`src/hw/rtl/rcafm_pkg.sv`:
```
// ----------------------------------------------------------------------------
// rcafm_pkg
// Shared codes and constants for the arming and failsafe monitor.
// ----------------------------------------------------------------------------
package rcafm_pkg;

	localparam int FUNC_W  = 3;
	localparam int MODE_W  = 3;
	localparam int VAL_W   = 11;
	localparam int IDX_W   = 4;
	localparam int CNT_W   = 16;
	localparam int CFGI_W  = 3;
	localparam int CFGD_W  = 16;
	localparam int ARMI_W  = 5;

	typedef logic [FUNC_W-1:0] func_t;
	typedef logic [MODE_W-1:0] mode_t;
	typedef logic [VAL_W-1:0]  chval_t;
	typedef logic [IDX_W-1:0]  chidx_t;
	typedef logic [CNT_W-1:0]  count_t;
	typedef logic [CFGI_W-1:0] cfg_index_t;
	typedef logic [CFGD_W-1:0] cfg_data_t;

	localparam func_t FUNC_TICK   = 3'd0;
	localparam func_t FUNC_CHAN   = 3'd1;
	localparam func_t FUNC_SENT   = 3'd2;
	localparam func_t FUNC_ARM    = 3'd3;
	localparam func_t FUNC_DISARM = 3'd4;
	localparam func_t FUNC_ESTOP  = 3'd5;

	localparam mode_t MODE_DISARMED = 3'd0;
	localparam mode_t MODE_PENDING  = 3'd1;
	localparam mode_t MODE_ARMED    = 3'd2;
	localparam mode_t MODE_FAILSAFE = 3'd3;
	localparam mode_t MODE_ESTOP    = 3'd4;

	localparam cfg_index_t CFG_ARM_CHANNEL = 3'd0;
	localparam cfg_index_t CFG_ARM_THRESH  = 3'd1;
	localparam cfg_index_t CFG_THR_FLOOR   = 3'd2;
	localparam cfg_index_t CFG_ARM_DELAY   = 3'd3;
	localparam cfg_index_t CFG_FS_TIMEOUT  = 3'd4;

	localparam chval_t CHANNEL_MID    = 11'd992;
	localparam chval_t CHANNEL_MIN    = 11'd172;
	localparam int     THROTTLE_INDEX = 2;

	localparam logic [ARMI_W-1:0] RST_ARM_CHANNEL = 5'd4;
	localparam chval_t            RST_ARM_THRESH  = 11'd1400;
	localparam chval_t            RST_THR_FLOOR   = 11'd172;
	localparam count_t            RST_ARM_DELAY   = 16'd1000;
	localparam count_t            RST_FS_TIMEOUT  = 16'd500;
	localparam count_t            COUNT_MAX       = 16'hFFFF;

	typedef struct packed {
		logic   kind;
		chidx_t index;
		chval_t value;
		logic   last;
	} result_t;

endpackage

```
`src/hw/rtl/rcafm_ram.sv`:
```
// ----------------------------------------------------------------------------
// rcafm_ram
// Generic single write port, single read port RAM with registered read.
// ----------------------------------------------------------------------------
module rcafm_ram #(
	parameter int WIDTH = 11,
	parameter int DEPTH = 16
) (
	input  logic                     clk,
	input  logic                     we,
	input  logic [$clog2(DEPTH)-1:0] waddr,
	input  logic [WIDTH-1:0]         wdata,
	input  logic [$clog2(DEPTH)-1:0] raddr,
	output logic [WIDTH-1:0]         rdata
);

	logic [WIDTH-1:0] mem_q [DEPTH];

	always_ff @(posedge clk) begin
		if (we) begin
			mem_q[waddr] <= wdata;
		end
		rdata <= mem_q[raddr];
	end

endmodule

```
`src/hw/rtl/rc_arming_failsafe_monitor.sv`:
```
// ----------------------------------------------------------------------------
// rc_arming_failsafe_monitor
// Arming and failsafe monitor: collects channel words in a frame store and,
// on frame end, applies the arming rules and emits every channel.
//
// channel  handshake            payload
// in       in_valid/in_ready    func, chan_index, chan_value, frame_end
// out      out_valid/out_ready  out_kind, out_index, out_value, out_last,
//                               safety_state, armed_flag
// cfg      cfg_valid/cfg_ready  cfg_index, cfg_data
//
// a channel word that does not end a frame is only accepted; other events are
// accepted, then the status item is loaded into the output register
// a frame end takes one frame store read for the arm switch, then one store
// read per emitted channel on the single read port
// reset clears mode, counters and per-entry valid bits; no clearing pass
// a stalled output holds the sequencer, which re-reads the same entry
// ----------------------------------------------------------------------------
module rc_arming_failsafe_monitor #(
	parameter int NUM_CHANNELS = 16
) (
	input  logic                   clk,
	input  logic                   arst_n,
	input  logic                   in_valid,
	output logic                   in_ready,
	input  rcafm_pkg::func_t       func,
	input  rcafm_pkg::chidx_t      chan_index,
	input  rcafm_pkg::chval_t      chan_value,
	input  logic                   frame_end,
	output logic                   out_valid,
	input  logic                   out_ready,
	output logic                   out_kind,
	output rcafm_pkg::chidx_t      out_index,
	output rcafm_pkg::chval_t      out_value,
	output logic                   out_last,
	output rcafm_pkg::mode_t       safety_state,
	output logic                   armed_flag,
	input  logic                   cfg_valid,
	output logic                   cfg_ready,
	input  rcafm_pkg::cfg_index_t  cfg_index,
	input  rcafm_pkg::cfg_data_t   cfg_data
);

	import rcafm_pkg::*;

	localparam int  AW     = $clog2(NUM_CHANNELS);
	localparam bit  THR_OK = THROTTLE_INDEX < NUM_CHANNELS;
	localparam logic [AW-1:0] LAST_CH = AW'(NUM_CHANNELS - 1);

	localparam logic [2:0] ST_IDLE = 3'd0;
	localparam logic [2:0] ST_STAT = 3'd1;
	localparam logic [2:0] ST_ARM  = 3'd2;
	localparam logic [2:0] ST_RULE = 3'd3;
	localparam logic [2:0] ST_EMIT = 3'd4;

	// configuration
	logic [ARMI_W-1:0] arm_idx_q;
	chval_t            arm_thr_q;
	chval_t            thr_floor_q;
	count_t            arm_delay_q;
	count_t            fs_timeout_q;

	// control state
	logic [2:0]        state_q;
	mode_t             mode_q;
	count_t            arm_wait_q;
	count_t            frame_age_q;
	logic [NUM_CHANNELS-1:0] vld_q;
	logic [AW-1:0]     cnt_q;
	logic              fs_q;
	logic              force_thr_q;

	// output register
	logic              out_valid_q;
	result_t           res_q;
	mode_t             res_mode_q;

	// frame store access
	logic              we;
	logic [AW-1:0]     waddr;
	logic [AW-1:0]     raddr;
	chval_t            rdata;
	logic              rvld_s1;
	chval_t            stored;

	logic              accept;
	logic              out_free;
	logic              load_out;
	logic              arm_ok;
	logic              req;
	logic              emit_last;
	logic              is_thr;
	logic              is_arm;
	chval_t            emit_val;
	count_t            age_inc;
	count_t            wait_inc;

	assign accept    = in_valid && in_ready;
	assign in_ready  = (state_q == ST_IDLE);
	assign cfg_ready = 1'b1;
	assign out_free  = !out_valid_q || out_ready;
	assign load_out  = out_free && (state_q == ST_STAT || state_q == ST_EMIT);

	assign arm_ok = !arm_idx_q[ARMI_W-1] &&
		({1'b0, arm_idx_q[IDX_W-1:0]} < (IDX_W+1)'(NUM_CHANNELS));

	assign we    = accept && (func == FUNC_CHAN) &&
		({1'b0, chan_index} < (IDX_W+1)'(NUM_CHANNELS));
	assign waddr = chan_index[AW-1:0];

	assign stored = rvld_s1 ? rdata : '0;
	assign req    = arm_ok && (stored > arm_thr_q);

	assign emit_last = (cnt_q == LAST_CH);
	assign is_thr    = THR_OK && (32'(cnt_q) == THROTTLE_INDEX);
	assign is_arm    = arm_ok && (arm_idx_q[IDX_W-1:0] == IDX_W'(cnt_q));

	assign age_inc  = (frame_age_q == COUNT_MAX) ? COUNT_MAX : frame_age_q + 16'd1;
	assign wait_inc = (arm_wait_q == COUNT_MAX) ? COUNT_MAX : arm_wait_q + 16'd1;

	always_comb begin
		if (fs_q) begin
			if (is_arm) begin
				emit_val = CHANNEL_MIN;
			end else if (is_thr) begin
				emit_val = thr_floor_q;
			end else begin
				emit_val = CHANNEL_MID;
			end
		end else if (force_thr_q && is_thr) begin
			emit_val = thr_floor_q;
		end else begin
			emit_val = stored;
		end
	end

	always_comb begin
		unique case (state_q)
			ST_ARM:  raddr = arm_idx_q[AW-1:0];
			ST_RULE: raddr = '0;
			ST_EMIT: begin
				if (!out_free) begin
					raddr = cnt_q;
				end else if (emit_last) begin
					raddr = '0;
				end else begin
					raddr = cnt_q + AW'(1);
				end
			end
			default: raddr = '0;
		endcase
	end

	rcafm_ram #(
		.WIDTH(VAL_W),
		.DEPTH(NUM_CHANNELS)
	) u_store (
		.clk  (clk),
		.we   (we),
		.waddr(waddr),
		.wdata(chan_value),
		.raddr(raddr),
		.rdata(rdata)
	);

	always_ff @(posedge clk or negedge arst_n) begin
		if (!arst_n) begin
			vld_q   <= '0;
			rvld_s1 <= 1'b0;
		end else begin
			rvld_s1 <= vld_q[raddr];
			if (we) begin
				vld_q[waddr] <= 1'b1;
			end
		end
	end

	always_ff @(posedge clk or negedge arst_n) begin
		if (!arst_n) begin
			arm_idx_q    <= RST_ARM_CHANNEL;
			arm_thr_q    <= RST_ARM_THRESH;
			thr_floor_q  <= RST_THR_FLOOR;
			arm_delay_q  <= RST_ARM_DELAY;
			fs_timeout_q <= RST_FS_TIMEOUT;
		end else if (cfg_valid && cfg_ready) begin
			unique case (cfg_index)
				CFG_ARM_CHANNEL: arm_idx_q    <= cfg_data[ARMI_W-1:0];
				CFG_ARM_THRESH:  arm_thr_q    <= cfg_data[VAL_W-1:0];
				CFG_THR_FLOOR:   thr_floor_q  <= cfg_data[VAL_W-1:0];
				CFG_ARM_DELAY:   arm_delay_q  <= cfg_data;
				CFG_FS_TIMEOUT:  fs_timeout_q <= cfg_data;
				default: ;
			endcase
		end
	end

	always_ff @(posedge clk or negedge arst_n) begin
		if (!arst_n) begin
			state_q     <= ST_IDLE;
			mode_q      <= MODE_DISARMED;
			arm_wait_q  <= '0;
			frame_age_q <= '0;
			cnt_q       <= '0;
			fs_q        <= 1'b0;
			force_thr_q <= 1'b0;
			out_valid_q <= 1'b0;
		end else begin
			if (load_out) begin
				out_valid_q <= 1'b1;
			end else if (out_ready) begin
				out_valid_q <= 1'b0;
			end
			unique case (state_q)
				ST_IDLE: begin
					if (accept) begin
						if (func == FUNC_CHAN) begin
							if (frame_end) begin
								state_q <= ST_ARM;
							end
						end else begin
							state_q <= ST_STAT;
							case (func)
								FUNC_TICK: begin
									arm_wait_q  <= wait_inc;
									frame_age_q <= age_inc;
									if (mode_q != MODE_ESTOP && mode_q != MODE_FAILSAFE &&
										age_inc >= fs_timeout_q) begin
										mode_q <= MODE_FAILSAFE;
									end
								end
								FUNC_SENT: begin
									frame_age_q <= '0;
									if (mode_q == MODE_FAILSAFE) begin
										mode_q <= MODE_DISARMED;
									end
								end
								FUNC_ARM: begin
									if (mode_q == MODE_DISARMED) begin
										mode_q     <= MODE_PENDING;
										arm_wait_q <= '0;
									end
								end
								FUNC_DISARM: begin
									if (mode_q == MODE_ARMED || mode_q == MODE_PENDING) begin
										mode_q <= MODE_DISARMED;
									end
								end
								FUNC_ESTOP: mode_q <= MODE_ESTOP;
								default: ;
							endcase
						end
					end
				end
				ST_STAT: begin
					if (out_free) begin
						state_q <= ST_IDLE;
					end
				end
				ST_ARM: begin
					state_q <= ST_RULE;
				end
				ST_RULE: begin
					cnt_q   <= '0;
					state_q <= ST_EMIT;
					if (mode_q == MODE_ESTOP || mode_q == MODE_FAILSAFE) begin
						fs_q        <= 1'b1;
						force_thr_q <= 1'b0;
					end else begin
						fs_q        <= 1'b0;
						force_thr_q <= (mode_q != MODE_ARMED) || !req;
						if (mode_q == MODE_DISARMED) begin
							if (req) begin
								mode_q     <= MODE_PENDING;
								arm_wait_q <= '0;
							end
						end else if (mode_q == MODE_PENDING) begin
							if (!req) begin
								mode_q <= MODE_DISARMED;
							end else if (arm_wait_q >= arm_delay_q) begin
								mode_q <= MODE_ARMED;
							end
						end else if (!req) begin
							mode_q <= MODE_DISARMED;
						end
					end
				end
				ST_EMIT: begin
					if (out_free) begin
						if (emit_last) begin
							state_q <= ST_IDLE;
						end else begin
							cnt_q <= cnt_q + AW'(1);
						end
					end
				end
				default: state_q <= ST_IDLE;
			endcase
		end
	end

	// result payload
	always_ff @(posedge clk) begin
		if (state_q == ST_STAT && out_free) begin
			res_q.kind  <= 1'b0;
			res_q.index <= '0;
			res_q.value <= '0;
			res_q.last  <= 1'b1;
			res_mode_q  <= mode_q;
		end else if (state_q == ST_EMIT && out_free) begin
			res_q.kind  <= 1'b1;
			res_q.index <= IDX_W'(cnt_q);
			res_q.value <= emit_val;
			res_q.last  <= emit_last;
			res_mode_q  <= mode_q;
		end
	end

	assign out_valid    = out_valid_q;
	assign out_kind     = res_q.kind;
	assign out_index    = res_q.index;
	assign out_value    = res_q.value;
	assign out_last     = res_q.last;
	assign safety_state = res_mode_q;
	assign armed_flag   = (res_mode_q == MODE_ARMED);

	// emergency stop is only left through reset
	a_estop_sticky: assert property (@(posedge clk) disable iff (!arst_n)
		mode_q == MODE_ESTOP |=> mode_q == MODE_ESTOP)
		else $error("emergency stop left without reset");

	// a status item always closes its input
	a_status_last: assert property (@(posedge clk) disable iff (!arst_n)
		out_valid && !out_kind |-> out_last)
		else $error("status item without last mark");

	// the channel sequencer never runs past the frame
	a_cnt_range: assert property (@(posedge clk) disable iff (!arst_n)
		state_q == ST_EMIT |-> 32'(cnt_q) < NUM_CHANNELS)
		else $error("channel counter out of range");

	// the last channel item hands control back to idle
	a_emit_done: assert property (@(posedge clk) disable iff (!arst_n)
		state_q == ST_EMIT && out_free && emit_last |=> state_q == ST_IDLE)
		else $error("sequencer did not return to idle");

endmodule
```
`config.mk`:
```
export PLATFORM = sky130hd
export DESIGN_NAME = rc_arming_failsafe_monitor
export DESIGN_NICKNAME = d
export VERILOG_FILES = /design/src/hw/rtl/rcafm_pkg.sv /design/src/hw/rtl/rcafm_ram.sv /design/src/hw/rtl/rc_arming_failsafe_monitor.sv
export SDC_FILE = /design/constraint.sdc
export NUM_CORES = 1
export LEC_CHECK = 0
export ABC_AREA = 1
export ABC_CLOCK_PERIOD_IN_PS = 3200
export BUFFER_PORTS_ARGS = -buffer_cell sky130_fd_sc_hd__buf_2
export CELL_PAD_IN_SITES_DETAIL_PLACEMENT = 1
export CELL_PAD_IN_SITES_GLOBAL_PLACEMENT = 1
export CORE_UTILIZATION = 48
export CTS_CLUSTER_SIZE = 24
export DETAILED_ROUTE_END_ITERATION = 12
export GPL_ROUTABILITY_DRIVEN = 0
export PLACE_DENSITY = 0.88
export RECOVER_POWER = 100
export REMOVE_ABC_BUFFERS = 1
export SLEW_MARGIN = 5
export SYNTH_ARGS = -nofsm -noshare
export SYNTH_HDL_FRONTEND = slang
export SYNTH_SLANG_ARGS = --single-unit
```
`constraint.sdc`:
```
create_clock -name clk -period 3.2 [get_ports clk]
set_input_delay 0.64 -clock clk [delete_from_list [all_inputs] [get_ports clk]]
set_output_delay 0.64 -clock clk [all_outputs]
set_load 0.1 [all_outputs]
```
* Yosys cells after proc, flatten, opt, wreduce, memory -nomap -nowiden *
Memories as Yosys holds them, arrays and structs flattened. A register that Yosys moved wholly into a read port is not among the register bits.
Cells that the tools add are included.
Widths: inputs -> output; s select.

operators by class
  bitwise gates (word level) = 2
  order comparisons = 6
  $add $sub $neg = 3
  equality and inequality tests = 45
  reductions and logical operators = 38
  muxes and demuxes = 56

operators with widths
  cell                   number
  $mux 16                8
  $pmux 16 s2            3
  $mux 3                 21
  $mux 11                5
  $add 16x1->16 const B  2
  $eq 16x16->1 const B   2
  $ge 16x16->1           2
  $pmux 3 s5             2
  $eq 3x2->1 const B     9
  $ne 3x3->1 const B     7
  $mux 4                 4
  $ne 2x2->1 const B     8
  $or 16x16->16          1
  $pmux 4 s2             2
  $eq 3x3->1 const B     5
  $eq 3x1->1 const B     4
  $logic_not 3->1        4
  $reduce_and 12->1      1
  $gt 11x11->1           1
  $logic_and 1x1->1      11
  $lt 4x5->1 const B     2
  $reduce_and 2->1       5
  $reduce_bool 2->1      5
  $mux 1                 8
  other kinds (20)       28

storage, ports and cells
  word-level logic and storage cells = 171
  bits in writable memories = 176
  output and inout bits = 24
  bits of input ports = 43
  memories kept = 1
  register bits after elaboration = 141

memories
  name           words  bits a word  rd ports  clocked after memory_dff  write ports  line             text
  u_store.mem_q  16     11           1         1                         1            rcafm_ram.sv:17  logic [WIDTH-1:0] mem_q [DEPTH];

* Longest topological paths before layout *
  depth after elaboration = 9
  mapped depth = 28

* Hierarchy *
Synthesis repeated with hierarchy kept, for this count alone.

unflattened totals
  cells, all modules = 1763
  area, all modules = 15718.8 um2

modules (own cells, without submodules)
  module                      cells an instance  sequential area each (um2)  area an instance (um2)  instances
  rc_arming_failsafe_monitor  1016               3487.1                      7866.3                  1
  rcafm_ram                   747                5505.3                      7852.5                  1

* Least setup slack after synthesis *
OpenSTA, ideal clock, no wires.

  path type = reg-to-output
  start = register res_mode_q[1], in the netlist safety_state[1]
  end = output armed_flag
  data required time = 2.560 ns
  buffers on the path = 0
  cell stages (with the launch flop) = 2
  arrival time = 3.232 ns
  slack = -0.672 ns
  path through = edfxtp_1 nor3b_1

between the ends
  word-level cells in the longest chain between the ends = 1

ends and longest elaborated chain
  item                      line                               text
  start: declaration        rc_arming_failsafe_monitor.sv:76   mode_t res_mode_q;
  start signal: assignment  rc_arming_failsafe_monitor.sv:308  res_mode_q <= mode_q;
  start signal: assignment  rc_arming_failsafe_monitor.sv:314  res_mode_q <= mode_q;
  $eq 3x2->1                rc_arming_failsafe_monitor.sv:324  assign armed_flag = (res_mode_q == MODE_ARMED);
  end: declaration          rc_arming_failsafe_monitor.sv:37   output logic armed_flag,

No other way between the ends.

* Worst setup path after layout *
  start = register frame_age_q[1]
  end = register mode_q[2]

between the ends
  word-level cells in the longest chain between the ends = 6

ends and longest elaborated chain
  item                                                  line                               text
  start: declaration                                    rc_arming_failsafe_monitor.sv:67   count_t frame_age_q;
  start signal: assignment                              rc_arming_failsafe_monitor.sv:225  frame_age_q <= age_inc;
  $add 16x1->16 / $eq 16x16->1 (equally long branches)  rc_arming_failsafe_monitor.sv:118  assign age_inc = (frame_age_q == COUNT_MAX) ? COUNT_MAX : frame_age_q + 16'd1;
  $mux 16 (*)                                           rc_arming_failsafe_monitor.sv:118
  $ge 16x16->1 (*)                                      rc_arming_failsafe_monitor.sv:227  age_inc >= fs_timeout_q) begin
  $logic_and 1x1->1 (*)                                 rc_arming_failsafe_monitor.sv:226  if (mode_q != MODE_ESTOP && mode_q != MODE_FAILSAFE &&
  $ne 3x3->1 (no source line) (*)                       --
  $reduce_and 12->1 (no source line) (*)                --
  end signal: assignment                                rc_arming_failsafe_monitor.sv:228  mode_q <= MODE_FAILSAFE;
  end signal: assignment                                rc_arming_failsafe_monitor.sv:234  mode_q <= MODE_DISARMED;
  end signal: assignment                                rc_arming_failsafe_monitor.sv:239  mode_q <= MODE_PENDING;
  end: declaration                                      rc_arming_failsafe_monitor.sv:65   mode_t mode_q;

Every way passes the cells marked *; elsewhere a longest branch is shown, timed or not.
A chain may end at the register's enable or synchronous reset.

==> impl_results.md <==
* Post-placement cell count at 2,071
* CP arrival at 3.50 ns
* Reg-to-reg startpoint: frame_age_q[1]
* Top delay family on crit path: simple AND/OR/NAND/NOR gates
* Kind of launch point of the worst setup path: flip-flop
* Nets@finish at 1,808
* Setup CP Type: flip-flop to flip-flop
* Critical path capture point type: flip-flop
* WP buf/inv at 1
* Status: finished with violations
* RSZ-0062 raised after global routing: true
* Crit path max fanout at 4
* Setup TNS at 0 ns
* Synth Area in XOR/XNOR at 0.853%
* Die area at 0.0328 sq mm
* Iter 0 DRT Violations at 703
* Row count at 65
* GRT Total Usage at 26.6%
* Grt met1 use at 30.5%
* Post-synthesis sequential area ratio at 58.4%
* Max Root-Sink Buffers at 3
* Fraction of the mapped netlist area in compound gates at 10.0%
* Final instance area at 0.0175 sq mm
* Tightest Pin Transition at 2.66 ns
* Final setup fails at 0
* Hold Buf Count CTS at 0
* Slowest CP cell: dfrtp_1
* Met3 Use GR at 3.67%
* HPWL Detailed at 29,300 microns
* Vias in the first global route at 13,100
* Chip height at 181 microns
* DR WL/cell at 20.2 microns
* Library cells used by synthesis at 54
* Setup slack, reg-to-reg at 0.11 ns
* Synth Register Bits at 328
* Post-DRT Antenna Nets at 0
* Synth top area share at 34.9%
* Async SR Flop Fraction at 36.9%
* WP depth at 22
* GRT overflow at 0
* Slew headroom at -77.6%
* Required time of the critical path at 3.62 ns
* Comb power frac at 29.3%
* CTS tree: built
* PD cells at 776 mW/mm^2
* Most Frequent Cell on Critical Path: nand2_2
* Switch share at 37.1%
* Most frequent cells in the layout: 423 x nand2_1, 215 x inv_1, 179 x edfxtp_1
* Hold Vio Cnt, Final at 0
* Yosys warns at 0
* CP peak stage delay at 0.39 ns
* Grt peak-use layer: met2
* Clock skew at 0.0155 ns
* Global-route wire length before repair at 68,600 microns
* Mapped Area at 0.0154 sq mm
* Synth area leader: edfxtp_1
* Leakage at 7.56 nW
* Vias per cell at 5.61
* Syn Inst Count at 1,624
* Fin. max-slew vios at 50
* Placeable Area at 0.0316 sq mm
* Worst IR Drop VDD at 0.000512 V
* Number of flops mapped to enable cells by yosys at 179
* Worst Setup SP: frame_age_q[1]
* Worst-path clk slew at 0.06 ns
* Pint at 8.57 mW
* Clk pwr share at 31.2%
* Largest net degree at the start of global routing at 71
* First-pass iteration count of the detailed router at 5
* Clk sinks at 328
* Type of the worst min-delay path: input port to flip-flop
* Sequential share of power at 39.4%
* Psw at 5.05 mW
* I/O pin count at 67
* TritonCTS Buffers at 37
* Post-synthesis adder-cell area fraction at 3.82%
* Main combinational cell family by area after synthesis: simple AND/OR/NAND/NOR gates
* Max cap viols at 1
* Largest cells by area after synthesis: edfxtp_1 35%, dfrtp_1 16%, nand2_1 10%, inv_1 5.3%, dfstp_2 3.9%
* FF-to-FF path depth at 22
* Starting Density at 48.8%
* Period Utilization, post-route at 96.5%
* Layout cell share with drive strength beyond 1 at 11.3%
* Most common cell after layout, fill and taps aside: nand2_1
* Synth Area in Simple Gates at 19.3%
* Area Overhead vs Synth at 13.9%
* Final min period at 3.09 ns
* Final Non-Filler Cells at 2,149
* DRC at 0
* Crit path setup slack, layout at 0.110 ns
* Port buffer count at 65
* Fmax at 0.324 GHz
* Clock root cell: clkbuf_16
* Main synth FF type: edfxtp_1
* Final wirelength at 43,500 microns
* Die width at 181 microns
* Worst skew pair latency at 0.53 ns
* Worst path cell trace: ha_2 -> nand2_2 -> nor2_4 -> nand3_2 -> nor2_2 -> nand2_2 -> nor2_4 -> buf_4 -> nand3_1 -> a32oi_1 -> ha_1 -> nand4_1 -> nor3_1 -> nand2_1 -> nand2_2 -> nand2_1 -> nand2_1 -> nand2_1 -> nand2_2 -> nand2_2 -> nand2_2 -> nand2_1
* Synth Area per Inst at 9.48 sq um
* Violated checks: capacitance limit, slew limit
* Via Count at 12,100
* Diodes inserted at 0
* Capturing point of the worst reg2reg path: mode_q[2]
* Antenna violations before repair at 0
* Worst slack at placement at 0.0353 ns
* Pwr Total at 13.6 mW
* Area after DPL at 0.0162 sq mm
* # H-tree levels at 2
* Critical path endpoint: mode_q[2]
* Met2 Use GR at 49.3%
* Mux cell area share after synthesis at 0%
## cell usage after synthesis (3+ instances only)
library cell	count
edfxtp_1	179
or2_1	11
dfstp_2	23
xor2_1	14
clkbuf_1	18
nor3_1	16
o21ai_0	119
inv_1	218
buf_1	3
a21oi_1	31
o21ai_1	7
nand4_1	8
nand3b_1	3
o2111ai_1	4
nor2_4	3
o22ai_1	9
nand2_1	430
nor2_2	4
buf_4	7
nand3_1	118
nand2_2	5
nor2_1	74
dfxtp_1	28
or2_2	9
nor3_4	3
o21ai_2	4
buf_6	5
o21a_1	4
ha_1	47
dfrtp_1	98
buf_2	23
o211ai_1	67
inv_2	8
## power groups by stage
stage | clock network, mW | logic (mW) | registers (mW)
after floorplan | 0 | 2.06 | 6.02
after global placement | 0 | 3.62 | 5.38
after detailed placement | 0 | 3.85 | 5.42
after CTS | 4.31 | 3.93 | 5.36
after global routing | 4.46 | 4.39 | 5.41
final | 4.25 | 3.99 | 5.37
## kinds of logic after synthesis
group | Yosys count
AND/OR/NAND/NOR | 692
flip-flops | 328
buffers and inverters | 284
AO/OA/AOI/OAI | 257
adder cells (fa/ha/maj) | 47
XOR/XNOR | 15
other | 1
## tightest hold or removal path: cells and delay by family
family	cells	cell delay, ns
compound gates	1	0.08
buf+inv	2	0.16
## state kept, by name, indices dropped and copies added (netlist names), 4 cells and up
register       count
arm_delay_q       16
arm_idx_q          5
arm_thr_q         11
arm_wait_q        16
cnt_q              4
frame_age_q       16
fs_timeout_q      16
out_index          4
out_value         11
thr_floor_q       11
u_store.mem_q    176
u_store.rdata     11
vld_q             16
## layer usage
layer  part of all wire, %  wire (microns)  vias up
met3                   3.8            1670      113
met4                   4.0            1740        0
met1                    39           17100     6074
met5                     0               0        -
met2                    53           23000      280
li1                      -               -     5589
## timing repair
item | 4_1_cts | 5_1_grt
resized for setup | 0 | 46
endpoints found under the setup margin | 0 | 3
setup buffers | 0 | 9
## final cells by class
class	instances	area, sq um
sequential	328	8990
multi-input combinational	1012	5390
clock inverter	13	168
inverter	228	860
fill	3562	14000
clock buffer	55	1040
tap	402	503
timing repair buffer	111	586
## how the worst min path moves through the flow
stage / from / to / slack, ns / cells past startpoint
2_1_floorplan: arst_n / arm_delay_q[0] / 0.34 / 0
3_3_place_gp: out_value[2] / out_value[2] / 0.43 / 1
3_5_place_dp: out_value[7] / out_value[7] / 0.44 / 2
4_1_cts: arst_n / arm_thr_q[1] / 0.15 / 1
5_1_grt: cfg_data[13] / arm_delay_q[13] / 0.40 / 3
6_report: cfg_data[13] / arm_delay_q[13] / 0.40 / 3
## per-stage QoR
step | utilization [%] | hold WS, ns
floorplan | - | 0.344
global placement | 51.5 | 0.435
detailed placement | 51.5 | 0.444
CTS | 55.3 | 0.151
global route | 55.6 | 0.398
finish | 55.6 | 0.396
(Power assumes the default switching activity.)
